===== config.mk =====
export PLATFORM = sky130hd
export DESIGN_NAME = lwe_plaintext_encode_decode_unit_flat
export DESIGN_NICKNAME = d
export VERILOG_FILES = /design/src/rtl/lwe_ped_pkg.sv /design/src/rtl/lwe_ped_if.sv /design/src/rtl/lwe_ped_datapath.sv /design/src/rtl/lwe_plaintext_encode_decode_unit.sv /design/src/flat_wrapper.sv
export VERILOG_INCLUDE_DIRS = /design/src /design/src/rtl
export SDC_FILE = /design/constraint.sdc
export NUM_CORES = 2
export LEC_CHECK = 0
export BUFFER_PORTS_ARGS = -buffer_cell sky130_fd_sc_hd__buf_4
export CORE_UTILIZATION = 54
export DETAILED_ROUTE_END_ITERATION = 10
export PLACE_DENSITY_LB_ADDON = 0.08
export SKIP_LAST_GASP = 1
export SLEW_MARGIN = 20
export SYNTH_ARGS = -nofsm -noshare
export SYNTH_HDL_FRONTEND = slang
export SYNTH_SLANG_ARGS = --single-unit

===== constraint.sdc =====
create_clock -name clk_i -period 13.05 [get_ports clk_i]
set_input_delay 1.305 -clock clk_i [delete_from_list [all_inputs] [get_ports clk_i]]
set_output_delay 1.305 -clock clk_i [all_outputs]
set_load 0.1 [all_outputs]

===== src/rtl/lwe_plaintext_encode_decode_unit_assert.svh =====
// Assertion macros for the RTL.
`ifndef LWE_PLAINTEXT_ENCODE_DECODE_UNIT_ASSERT_SVH
`define LWE_PLAINTEXT_ENCODE_DECODE_UNIT_ASSERT_SVH

// Same-cycle implication, sampled on clk_i, off during reset.
`define LWE_PED_ASSERT_NOW(label, ante, cons, msg) \
  label: assert property (@(posedge clk_i) disable iff (!rst_ni) (ante) |-> (cons)) \
    else $error(msg);

// Next-cycle implication, sampled on clk_i, off during reset.
`define LWE_PED_ASSERT_NEXT(label, ante, cons, msg) \
  label: assert property (@(posedge clk_i) disable iff (!rst_ni) (ante) |=> (cons)) \
    else $error(msg);

`endif


===== src/rtl/lwe_ped_pkg.sv =====
`timescale 1ns / 1ps

package lwe_ped_pkg;

  localparam int WordWidth        = 64;
  localparam int ResultLimit      = 16;
  localparam int MaxChunksDefault = 16;
  localparam int RegIndexWidth    = 3;

  localparam logic [5:0] MsgWidthMin   = 6'd1;
  localparam logic [5:0] MsgWidthMax   = 6'd62;
  localparam logic [4:0] ChunkWidthMin = 5'd1;
  localparam logic [4:0] ChunkWidthMax = 5'd30;
  localparam logic [5:0] BoolEncShift  = 6'd62;
  localparam logic [5:0] BoolDecWidth  = 6'd2;

  typedef enum logic [1:0] {
    MODE_BOOLEAN = 2'd0,
    MODE_NATIVE  = 2'd1,
    MODE_CHUNKED = 2'd2
  } mode_e;

  typedef enum logic {
    OP_ENCODE = 1'b0,
    OP_DECODE = 1'b1
  } op_e;

  typedef enum logic [RegIndexWidth-1:0] {
    REG_MODE          = 3'd0,
    REG_MESSAGE_WIDTH = 3'd1,
    REG_IS_SIGNED     = 3'd2,
    REG_CHUNK_WIDTH   = 3'd3,
    REG_CHUNK_COUNT   = 3'd4
  } reg_e;

  localparam mode_e      ModeReset         = MODE_NATIVE;
  localparam logic [5:0] MessageWidthReset = 6'd8;
  localparam logic       IsSignedReset     = 1'b0;
  localparam logic [4:0] ChunkWidthReset   = 5'd2;
  localparam logic [4:0] ChunkCountReset   = 5'd4;

  typedef struct packed {
    mode_e      mode;
    logic [5:0] message_width;
    logic       is_signed;
    logic [4:0] chunk_width;
    logic [4:0] chunk_count;
  } cfg_t;

endpackage


===== src/rtl/lwe_ped_if.sv =====
`timescale 1ns / 1ps

interface lwe_ped_in_if;
  logic        valid;
  logic        ready;
  logic        opcode;
  logic [63:0] data_word;

  modport source (output valid, output opcode, output data_word, input ready);
  modport sink (input valid, input opcode, input data_word, output ready);
endinterface

interface lwe_ped_out_if;
  logic        valid;
  logic        ready;
  logic [63:0] result_word;
  logic        last;

  modport source (output valid, output result_word, output last, input ready);
  modport sink (input valid, input result_word, input last, output ready);
endinterface

interface lwe_ped_cfg_if;
  logic                                  valid;
  logic                                  ready;
  logic [lwe_ped_pkg::RegIndexWidth-1:0] reg_index;
  logic [63:0]                           wdata;

  modport source (output valid, output reg_index, output wdata, input ready);
  modport sink (input valid, input reg_index, input wdata, output ready);
endinterface


===== src/rtl/lwe_ped_datapath.sv =====
`timescale 1ns / 1ps

module lwe_ped_datapath (
  input  lwe_ped_pkg::cfg_t cfg_i,
  input  logic              opcode_i,
  input  logic [63:0]       data_i,
  input  logic [63:0]       acc_i,
  input  logic [3:0]        chunk_idx_i,
  output logic [63:0]       result_word_o,
  output logic [63:0]       acc_sum_o
);

  function automatic logic [63:0] round_word(logic [63:0] word, logic [5:0] w);
    logic [63:0] t;
    logic [63:0] m;
    logic [6:0]  wp1;
    t   = word >> (6'd62 - w);
    wp1 = {1'b0, w} + 7'd1;
    m   = (64'd1 << wp1) - 64'd1;
    return ((t >> 1) + {63'd0, t[0]}) & m;
  endfunction

  logic [5:0]  w;
  logic [4:0]  cw;
  logic [63:0] mask;
  logic [63:0] native_dec;
  logic [63:0] chunk_val;
  logic [8:0]  pos;

  always_comb begin
    if (cfg_i.message_width < lwe_ped_pkg::MsgWidthMin) begin
      w = lwe_ped_pkg::MsgWidthMin;
    end else if (cfg_i.message_width > lwe_ped_pkg::MsgWidthMax) begin
      w = lwe_ped_pkg::MsgWidthMax;
    end else begin
      w = cfg_i.message_width;
    end
    if (cfg_i.chunk_width < lwe_ped_pkg::ChunkWidthMin) begin
      cw = lwe_ped_pkg::ChunkWidthMin;
    end else if (cfg_i.chunk_width > lwe_ped_pkg::ChunkWidthMax) begin
      cw = lwe_ped_pkg::ChunkWidthMax;
    end else begin
      cw = cfg_i.chunk_width;
    end
  end

  always_comb begin
    native_dec = round_word(data_i, w);
    if (cfg_i.is_signed && (native_dec >= (64'd1 << (w - 6'd1)))) begin
      native_dec = native_dec | ({64{1'b1}} << w);
    end
  end

  assign mask      = (64'd1 << cw) - 64'd1;
  assign chunk_val = round_word(data_i, {1'b0, cw}) & mask;
  assign pos       = 9'(cw) * 9'(chunk_idx_i);
  assign acc_sum_o = (pos < 9'd64) ? acc_i + (chunk_val << pos[5:0]) : acc_i;

  always_comb begin
    case (cfg_i.mode)
      lwe_ped_pkg::MODE_BOOLEAN: begin
        if (opcode_i == lwe_ped_pkg::OP_ENCODE) begin
          result_word_o = data_i << lwe_ped_pkg::BoolEncShift;
        end else begin
          result_word_o = round_word(data_i, lwe_ped_pkg::BoolDecWidth);
        end
      end
      lwe_ped_pkg::MODE_NATIVE: begin
        if (opcode_i == lwe_ped_pkg::OP_ENCODE) begin
          result_word_o = data_i << (6'd63 - w);
        end else begin
          result_word_o = native_dec;
        end
      end
      lwe_ped_pkg::MODE_CHUNKED: begin
        if (opcode_i == lwe_ped_pkg::OP_ENCODE) begin
          result_word_o = (data_i & mask) << (6'd63 - {1'b0, cw});
        end else begin
          result_word_o = acc_sum_o;
        end
      end
      default: begin
        result_word_o = '0;
      end
    endcase
  end

endmodule


===== src/rtl/lwe_plaintext_encode_decode_unit.sv =====
`timescale 1ns / 1ps

// Torus plaintext encoder/decoder with padding bit. An accepted beat is held in
// an input register, worked on by one pass of shift, round and add logic, and
// its result lands in an output register once that register is free. Boolean
// and native encode/decode, and chunked decode, finish an item in one pass, so a
// new item enters every cycle while the output side keeps up. Chunked encode
// holds its item in the input register until its last chunk is sent, and sends
// one result beat per cycle while the output side keeps up, least significant
// chunk first; the single output register sets that rate. Non-final chunked decodes
// and items in the unused mode produce no result beat. Any configuration write to
// a known register clears a partial chunked decode.
module lwe_plaintext_encode_decode_unit #(
  parameter int MAX_CHUNKS = lwe_ped_pkg::MaxChunksDefault
) (
  input logic                  clk_i,
  input logic                  rst_ni,
  lwe_ped_in_if.sink           in_if,
  lwe_ped_out_if.source        out_if,
  lwe_ped_cfg_if.sink          cfg_if
);

  localparam int CountLimit =
    (MAX_CHUNKS < lwe_ped_pkg::ResultLimit) ? MAX_CHUNKS : lwe_ped_pkg::ResultLimit;

  lwe_ped_pkg::cfg_t cfg_q;

  logic        s1_valid_q;
  logic        s1_op_q;
  logic [63:0] s1_data_q;
  logic [3:0]  s1_beat_q;
  logic [63:0] acc_q;
  logic [3:0]  idx_q;
  logic        out_valid_q;
  logic [63:0] out_word_q;
  logic        out_last_q;

  logic [4:0]  cc;
  logic [4:0]  eff_cnt;
  logic        is_chunk_enc;
  logic        final_beat;
  logic        dec_last;
  logic        emits;
  logic        out_free;
  logic        s1_fire;
  logic        s1_done;
  logic        in_accept;
  logic        cfg_known;
  logic [4:0]  shift_cw;
  logic [63:0] dp_word;
  logic [63:0] dp_acc_sum;

  assign cc      = (cfg_q.chunk_count == 5'd0) ? 5'd1 : cfg_q.chunk_count;
  assign eff_cnt = (cc > 5'(CountLimit)) ? 5'(CountLimit) : cc;

  assign is_chunk_enc = (cfg_q.mode == lwe_ped_pkg::MODE_CHUNKED) &&
                        (s1_op_q == lwe_ped_pkg::OP_ENCODE);
  assign final_beat   = !is_chunk_enc || (({1'b0, s1_beat_q} + 5'd1) == eff_cnt);
  assign dec_last     = (({1'b0, idx_q} + 5'd1) >= eff_cnt);

  always_comb begin
    case (cfg_q.mode)
      lwe_ped_pkg::MODE_BOOLEAN: emits = 1'b1;
      lwe_ped_pkg::MODE_NATIVE:  emits = 1'b1;
      lwe_ped_pkg::MODE_CHUNKED: emits = is_chunk_enc || dec_last;
      default:                   emits = 1'b0;
    endcase
  end

  assign out_free  = !out_valid_q || out_if.ready;
  assign s1_fire   = s1_valid_q && out_free;
  assign s1_done   = s1_fire && final_beat;
  assign in_if.ready = !s1_valid_q || s1_done;
  assign in_accept = in_if.valid && in_if.ready;

  assign cfg_if.ready = 1'b1;
  assign cfg_known    = (cfg_if.reg_index == lwe_ped_pkg::REG_MODE) ||
                        (cfg_if.reg_index == lwe_ped_pkg::REG_MESSAGE_WIDTH) ||
                        (cfg_if.reg_index == lwe_ped_pkg::REG_IS_SIGNED) ||
                        (cfg_if.reg_index == lwe_ped_pkg::REG_CHUNK_WIDTH) ||
                        (cfg_if.reg_index == lwe_ped_pkg::REG_CHUNK_COUNT);

  assign shift_cw = (cfg_q.chunk_width < lwe_ped_pkg::ChunkWidthMin) ?
                    lwe_ped_pkg::ChunkWidthMin :
                    (cfg_q.chunk_width > lwe_ped_pkg::ChunkWidthMax) ?
                    lwe_ped_pkg::ChunkWidthMax : cfg_q.chunk_width;

  lwe_ped_datapath u_datapath (
    .cfg_i        (cfg_q),
    .opcode_i     (s1_op_q),
    .data_i       (s1_data_q),
    .acc_i        (acc_q),
    .chunk_idx_i  (idx_q),
    .result_word_o(dp_word),
    .acc_sum_o    (dp_acc_sum)
  );

  always_ff @(posedge clk_i or negedge rst_ni) begin
    if (!rst_ni) begin
      cfg_q.mode          <= lwe_ped_pkg::ModeReset;
      cfg_q.message_width <= lwe_ped_pkg::MessageWidthReset;
      cfg_q.is_signed     <= lwe_ped_pkg::IsSignedReset;
      cfg_q.chunk_width   <= lwe_ped_pkg::ChunkWidthReset;
      cfg_q.chunk_count   <= lwe_ped_pkg::ChunkCountReset;
    end else if (cfg_if.valid && cfg_if.ready) begin
      case (cfg_if.reg_index)
        lwe_ped_pkg::REG_MODE:
          cfg_q.mode <= lwe_ped_pkg::mode_e'(cfg_if.wdata[1:0]);
        lwe_ped_pkg::REG_MESSAGE_WIDTH: cfg_q.message_width <= cfg_if.wdata[5:0];
        lwe_ped_pkg::REG_IS_SIGNED:     cfg_q.is_signed     <= cfg_if.wdata[0];
        lwe_ped_pkg::REG_CHUNK_WIDTH:   cfg_q.chunk_width   <= cfg_if.wdata[4:0];
        lwe_ped_pkg::REG_CHUNK_COUNT:   cfg_q.chunk_count   <= cfg_if.wdata[4:0];
        default: ;
      endcase
    end
  end

  // Input register: load a new beat, or step through chunks of an encode.
  always_ff @(posedge clk_i or negedge rst_ni) begin
    if (!rst_ni) begin
      s1_valid_q <= 1'b0;
      s1_beat_q  <= 4'd0;
    end else if (in_accept) begin
      s1_valid_q <= 1'b1;
      s1_beat_q  <= 4'd0;
    end else if (s1_done) begin
      s1_valid_q <= 1'b0;
    end else if (s1_fire) begin
      s1_beat_q <= s1_beat_q + 4'd1;
    end
  end

  always_ff @(posedge clk_i) begin
    if (in_accept) begin
      s1_op_q   <= in_if.opcode;
      s1_data_q <= in_if.data_word;
    end else if (s1_fire && !final_beat) begin
      s1_data_q <= s1_data_q >> shift_cw;
    end
  end

  // Partial chunked decode.
  always_ff @(posedge clk_i or negedge rst_ni) begin
    if (!rst_ni) begin
      acc_q <= '0;
      idx_q <= 4'd0;
    end else if (cfg_if.valid && cfg_if.ready && cfg_known) begin
      acc_q <= '0;
      idx_q <= 4'd0;
    end else if (s1_fire && (cfg_q.mode == lwe_ped_pkg::MODE_CHUNKED) &&
                 (s1_op_q == lwe_ped_pkg::OP_DECODE)) begin
      if (dec_last) begin
        acc_q <= '0;
        idx_q <= 4'd0;
      end else begin
        acc_q <= dp_acc_sum;
        idx_q <= idx_q + 4'd1;
      end
    end
  end

  // Output register.
  always_ff @(posedge clk_i or negedge rst_ni) begin
    if (!rst_ni) begin
      out_valid_q <= 1'b0;
    end else if (out_free) begin
      out_valid_q <= s1_fire && emits;
    end
  end

  always_ff @(posedge clk_i) begin
    if (out_free) begin
      out_word_q <= dp_word;
      out_last_q <= final_beat;
    end
  end

  assign out_if.valid       = out_valid_q;
  assign out_if.result_word = out_word_q;
  assign out_if.last        = out_last_q;

`include "lwe_plaintext_encode_decode_unit_assert.svh"

  `LWE_PED_ASSERT_NOW(a_idx_in_range, 1'b1, ({1'b0, idx_q} < eff_cnt),
                      "decode index past count")
  `LWE_PED_ASSERT_NOW(a_beat_in_range, s1_valid_q && is_chunk_enc,
                      ({1'b0, s1_beat_q} < eff_cnt), "encode chunk past count")
  `LWE_PED_ASSERT_NOW(a_nonlast_chunked, out_valid_q && !out_last_q,
                      (cfg_q.mode == lwe_ped_pkg::MODE_CHUNKED),
                      "non-final beat outside chunked mode")
  `LWE_PED_ASSERT_NEXT(a_cfg_clears, cfg_if.valid && cfg_known,
                       (idx_q == 4'd0) && (acc_q == 64'd0),
                       "register write left partial decode")

endmodule


===== src/flat_wrapper.sv =====
// flat-port wrapper written by rule: the top's interface ports become plain ports
module lwe_plaintext_encode_decode_unit_flat 
#(
  parameter int MAX_CHUNKS = lwe_ped_pkg::MaxChunksDefault
)
  (clk_i, rst_ni, in_if_valid, in_if_opcode, in_if_data_word, in_if_ready, out_if_valid, out_if_result_word, out_if_last, out_if_ready, cfg_if_valid, cfg_if_reg_index, cfg_if_wdata, cfg_if_ready);
  lwe_ped_in_if in_if_i ();
  lwe_ped_out_if out_if_i ();
  lwe_ped_cfg_if cfg_if_i ();
  input logic clk_i;
  input logic rst_ni;
  input wire logic [$bits(in_if_i.valid)-1:0] in_if_valid;
  input wire logic [$bits(in_if_i.opcode)-1:0] in_if_opcode;
  input wire logic [$bits(in_if_i.data_word)-1:0] in_if_data_word;
  output wire logic [$bits(in_if_i.ready)-1:0] in_if_ready;
  output wire logic [$bits(out_if_i.valid)-1:0] out_if_valid;
  output wire logic [$bits(out_if_i.result_word)-1:0] out_if_result_word;
  output wire logic [$bits(out_if_i.last)-1:0] out_if_last;
  input wire logic [$bits(out_if_i.ready)-1:0] out_if_ready;
  input wire logic [$bits(cfg_if_i.valid)-1:0] cfg_if_valid;
  input wire logic [$bits(cfg_if_i.reg_index)-1:0] cfg_if_reg_index;
  input wire logic [$bits(cfg_if_i.wdata)-1:0] cfg_if_wdata;
  output wire logic [$bits(cfg_if_i.ready)-1:0] cfg_if_ready;
  assign in_if_i.valid = in_if_valid;
  assign in_if_i.opcode = in_if_opcode;
  assign in_if_i.data_word = in_if_data_word;
  assign in_if_ready = in_if_i.ready;
  assign out_if_valid = out_if_i.valid;
  assign out_if_result_word = out_if_i.result_word;
  assign out_if_last = out_if_i.last;
  assign out_if_i.ready = out_if_ready;
  assign cfg_if_i.valid = cfg_if_valid;
  assign cfg_if_i.reg_index = cfg_if_reg_index;
  assign cfg_if_i.wdata = cfg_if_wdata;
  assign cfg_if_ready = cfg_if_i.ready;
  lwe_plaintext_encode_decode_unit #(.MAX_CHUNKS(MAX_CHUNKS)) u_core (.clk_i(clk_i), .rst_ni(rst_ni), .in_if(in_if_i), .out_if(out_if_i), .cfg_if(cfg_if_i));
endmodule

==> results.txt <==
The area taken by flip-flops and latches is 0.006247 mm^2. The post-detailed-route DRC marker count is 0. The via density per instance came out at 7.353. The post-cts hold buffer count came out at 0. The sequential cell fraction of total power came out at 11.9%. After routing the design area is 0.04344 mm^2.

The clock arrives with 0.02447 ns of skew. The final critical-path share of the clock period came out at 91.65%. The logic gate share of total power came out at 80.4%. TritonCTS built the clock tree.

After clock tree synthesis, the clock-pin slew on the worst setup and hold paths is 0.07 ns. The setup TNS came out at 0 ns. The basic-gate share of the synthesized area counting and, or, nand and nor cells is 20.93%. Cell internal power was estimated by the tool at 0.004547 W. For the worst flop-to-flop path, the logic depth is 36. The placer's final routability congestion estimate came out at 1.060. The number of cells on the worst hold path is 1. The arrival time at the worst endpoint is 12.32 ns. The required time of the critical path is 13.41 ns.

After synthesis, the largest family of logic cells by area is multiplexers. The number of core rows is 100. In the final layout, the multi-input gates occupy 0.03257 mm^2. The synthesized netlist net count is 5514. The synthesized netlist devotes 3.850% of its cell area to XOR and XNOR gates. The number of nets still failing antenna checks after routing is 0. Setup repair after global routing left no endpoint under its margin. Among all flip-flop cells after synthesis, the most frequent one is sky130_fd_sc_hd__edfxtp_1. The number of clock buffers inserted by TritonCTS is 29. The distinct cell type count after synthesis came out at 110. In this run the cell area of the synthesized design comes to 0.04068 mm^2. The remaining global-route overflow is 0. Summed over all nets, the switching power comes to 0.006903 W.

The y dimension of the die is 276.5 um. The count of pins over their slew limit came out at 0. In this run the static leakage power is 17.87 nW.

The detailed-route wire length per cell is 30.88 um. The floorplan step set the die width to 276.5 um. The tightest min-delay check is of the flip-flop to flip-flop type. The detailed router placed 44.60k vias in this run. The run finished with clean final reports. The post-CTS repair timing setup buffer count came out at 0. The largest net degree at the start of global routing is 79. The reported max-cap violation count came out at 0. Cells with a size suffix above 1 make up 13.12% of the layout. In the synthesized netlist, the number of instances is 5191.

From synthesis to final layout, the design area changed by 6.778%. The net count of the finished layout is 5392. Summing the areas of all fa, ha and maj instances in the mapped netlist gives 5.849% of the synthesized area. The path with the worst hold slack has its endpoint at u_core.cfg_q[0]. The sort of element at the start of the critical path is a flip-flop.

The standard cell area after detailed placement came out at 0.04238 mm^2. The first global-routing pass estimated 270900 um of wire. The async set or reset register ratio after synthesis is 41.70%. The count of instances resized after the clock tree is built is 0. The number of H-tree branching levels came out at 1. The share of total power consumed by net switching is 60.29%. The number of ports placed on the die boundary is 205. The number of antenna violations at the first check in global routing is 5. Dividing total power by cell area gives a power density of 263.6 mW/mm^2. The effective utilization at floorplan is 54.65%. The largest voltage drop on the vdd net came out at 0.1710 mV. Summing the sequential cell areas from Yosys gives 15.33% of the chip area. The peak clock frequency supported by timing is 83.61 MHz. The clock net sink count came out at 223. After filler insertion, the fill cell instance count of the layout stands at 6991. The number of enable flip-flop cells after synthesis came out at 130. Summing the areas of all compound-gate instances in the mapped netlist gives 23.33% of the synthesized area.

The via count of the first global-routing pass is 40.48k. The maximum net fanout on the critical path came out at 34. The endpoint identified for the worst register-to-register timing path is u_core.out_if.result_word[63]. The half-perimeter wire length after detailed placement came out at 142000 um. The setup slack of the most critical reg-to-reg path is 1.09 ns. The quantity of I/O buffers inserted on ports came out at 145. The number of iterations in the first detailed-routing pass came out at 8. The final setup violation count is 0. The final count of hold timing violations came out at 0. In this run the tightest slew margin relative to its limit is 12.34%. The clock network latency to the later pin of the worst-skew pair came out at 0.61 ns. The number of buffers between clock root and the deepest sink came out at 3.

The core region is 0.07445 mm^2. The global routing usage summed across all routing layers came out at 47.09%. The launch instance of the worst register-to-register path is u_core.cfg_q[6]. The actual slew at the worst max-slew pin came out at 1.307 ns. The maximum cell stage delay along the critical path is 0.77 ns. After synthesis the netlist holds a flip-flop and latch count of 223. The critical path is of the flip-flop to flip-flop type. Of the post-synthesis cell area, the part taken by muxes is 25.68%. In this run the most critical hold path is launched from u_core.cfg_q[0]. The fraction of power consumed by the clock network came out at 7.7%. STA classifies the critical path endpoint as a flip-flop. The routed design has 187300 um of wire. The die footprint is 0.07644 mm^2.

The largest individual stage delay along the critical path comes from the cell sky130_fd_sc_hd__o32ai_1. The mean area per synthesized cell is 7.837 um^2. Counting I/O delays and the setup requirement, the final critical path takes 11.96 ns.

CTS placed an instance of sky130_fd_sc_hd__clkbuf_16 at the clock tree root. The DRC violation total after the first TritonRoute iteration came out at 6588. For this run, the number of Yosys warnings is 0.
## metal layers
metal	share of wire, %	GRT usage (%)
met4	7.7	29.29
met1	39	62.12
met2	41	68.85
met5	0.017	0
met3	12	11.80
## power by group through the flow
stage,Combinational (W),Clock (W),Sequential [W]
6_report,0.00920,0.000885,0.00136
5_1_grt,0.00953,0.000909,0.00135
4_1_cts,0.00879,0.000884,0.00131
3_5_place_dp,0.00875,0,0.00132
3_3_place_gp,0.00871,0,0.00132
2_1_floorplan,0.00561,0,0.00161
## logic make-up (layout without fill, tap and decap cells)
family,Yosys count,after routing
other cells,1,5
buf+inv,513,414
fa+ha+maj,186,186
flops,223,223
simple gates,1819,1819
xor+xnor,178,178
compound gates,1454,1454
mux,817,817
## through the flow
step | std cells | worst slack (ns) | hold WS, ns | utilization, % | power (W)
after floorplan | 5191 | 2.004 | 0.4683 | - | 0.007222
after global placement | 6007 | 1.682 | 0.4959 | 56.93 | 0.01003
after detailed placement | 6007 | 1.612 | 0.4978 | 56.93 | 0.01008
after CTS | 6061 | 1.526 | 0.5128 | 58.32 | 0.01099
after global routing | 6061 | 0.6452 | 0.5367 | 58.34 | 0.01179
final | 6065 | 1.090 | 0.5107 | 58.35 | 0.01145
## Yosys cell counts, types with 40 or more instances
master,count,area [um^2]
sky130_fd_sc_hd__mux4_2,175,3941
sky130_fd_sc_hd__o21ai_0,360,1802
sky130_fd_sc_hd__nand2_1,604,2267
sky130_fd_sc_hd__a31oi_1,74,462.9
sky130_fd_sc_hd__xnor2_1,106,928.4
sky130_fd_sc_hd__inv_1,79,296.5
sky130_fd_sc_hd__clkbuf_1,299,1122
sky130_fd_sc_hd__nor3_1,107,535.5
sky130_fd_sc_hd__a21oi_1,353,1767
sky130_fd_sc_hd__edfxtp_1,130,3904
sky130_fd_sc_hd__nand2b_1,42,262.8
sky130_fd_sc_hd__dfrtp_1,89,2227
sky130_fd_sc_hd__xor2_1,71,621.9
sky130_fd_sc_hd__a21o_1,96,720.7
sky130_fd_sc_hd__and3_1,53,331.6
sky130_fd_sc_hd__a211oi_1,74,555.5
sky130_fd_sc_hd__a22o_1,49,429.2
sky130_fd_sc_hd__and2_1,91,569.3
sky130_fd_sc_hd__nand3_1,158,790.8
sky130_fd_sc_hd__nor4_1,40,250.2
sky130_fd_sc_hd__mux2_2,54,608.1
sky130_fd_sc_hd__o22ai_1,47,294.0
sky130_fd_sc_hd__nand4_1,58,362.9
sky130_fd_sc_hd__nor2_1,497,1866
sky130_fd_sc_hd__buf_1,76,285.3
sky130_fd_sc_hd__mux2i_1,587,5876
sky130_fd_sc_hd__ha_1,179,2240
## area by class of cell
cell class / instances / area share (%)
Multi-Input combinational cell: 4455 / 74.97
Sequential cell: 223 / 14.38
Timing Repair Buffer: 272 / 4.700
Tap cell: 969 / 2.791
Clock buffer: 33 / 1.728
Inverter: 88 / 0.7690
Clock inverter: 21 / 0.6423
Antenna cell: 4 / 0.02304
## placed cells by master (no fill, tap or decap), types with 47 or more instances in the layout
| cell type | n |
|---|---|
| sky130_fd_sc_hd__ha_1 | 178 |
| sky130_fd_sc_hd__mux2i_1 | 586 |
| sky130_fd_sc_hd__a211oi_1 | 74 |
| sky130_fd_sc_hd__dfrtp_1 | 82 |
| sky130_fd_sc_hd__and2_1 | 91 |
| sky130_fd_sc_hd__nand3_1 | 158 |
| sky130_fd_sc_hd__a21o_1 | 96 |
| sky130_fd_sc_hd__and3_1 | 53 |
| sky130_fd_sc_hd__a31oi_1 | 72 |
| sky130_fd_sc_hd__nand2_1 | 603 |
| sky130_fd_sc_hd__a21oi_1 | 351 |
| sky130_fd_sc_hd__o21ai_0 | 360 |
| sky130_fd_sc_hd__o22ai_1 | 47 |
| sky130_fd_sc_hd__xnor2_1 | 100 |
| sky130_fd_sc_hd__mux4_2 | 175 |
| sky130_fd_sc_hd__inv_1 | 73 |
| sky130_fd_sc_hd__nor2_1 | 497 |
| sky130_fd_sc_hd__xor2_1 | 70 |
| sky130_fd_sc_hd__mux2_2 | 54 |
| sky130_fd_sc_hd__nor3_1 | 104 |
| sky130_fd_sc_hd__nand4_1 | 58 |
| sky130_fd_sc_hd__a22o_1 | 49 |
| sky130_fd_sc_hd__edfxtp_1 | 130 |
| sky130_fd_sc_hd__buf_4 | 272 |
## sequential cells by signal, summed over array words and instances, names as in the netlist
name and flops:
u_core.cfg_q 19, u_core.out_if.valid 1, u_core.out_if.last 1, u_core.s1_op_q 1, u_core.idx_q 4, u_core.acc_q 64, u_core.s1_data_q 64, u_core.s1_beat_q 4
u_core.s1_valid_q 1, u_core.out_if.result_word 64
## worst max path at each step
stage	to	cells past startpoint	startpoint	slack [ns]
finish	u_core.out_if.result_word[63]	36	u_core.cfg_q[6]	1.09
global route	u_core.out_if.result_word[63]	33	u_core.cfg_q[9]	0.65
CTS	u_core.out_if.result_word[63]	37	u_core.cfg_q[6]	1.53
detailed placement	u_core.out_if.result_word[63]	36	u_core.cfg_q[9]	1.61
global placement	u_core.out_if.result_word[63]	36	u_core.cfg_q[9]	1.68
floorplan	u_core.acc_q[63]	47	u_core.cfg_q[8]	2.00
## worst max-delay path: cells and delay by family (launching register included)
| family | cells | cell delay (ns) |
|---|---|---|
| AOI/OAI and AO/OA | 17 | 5.83 |
| xor gates and xnor gates | 1 | 0.27 |
| adders and majority gates | 2 | 0.69 |
| buffers and inverters | 3 | 0.72 |
| DFF | 1 | 0.58 |
| muxes | 4 | 1.13 |
| and+or+nand+nor | 9 | 2.47 |
Power figures use the tool's default switching activity.
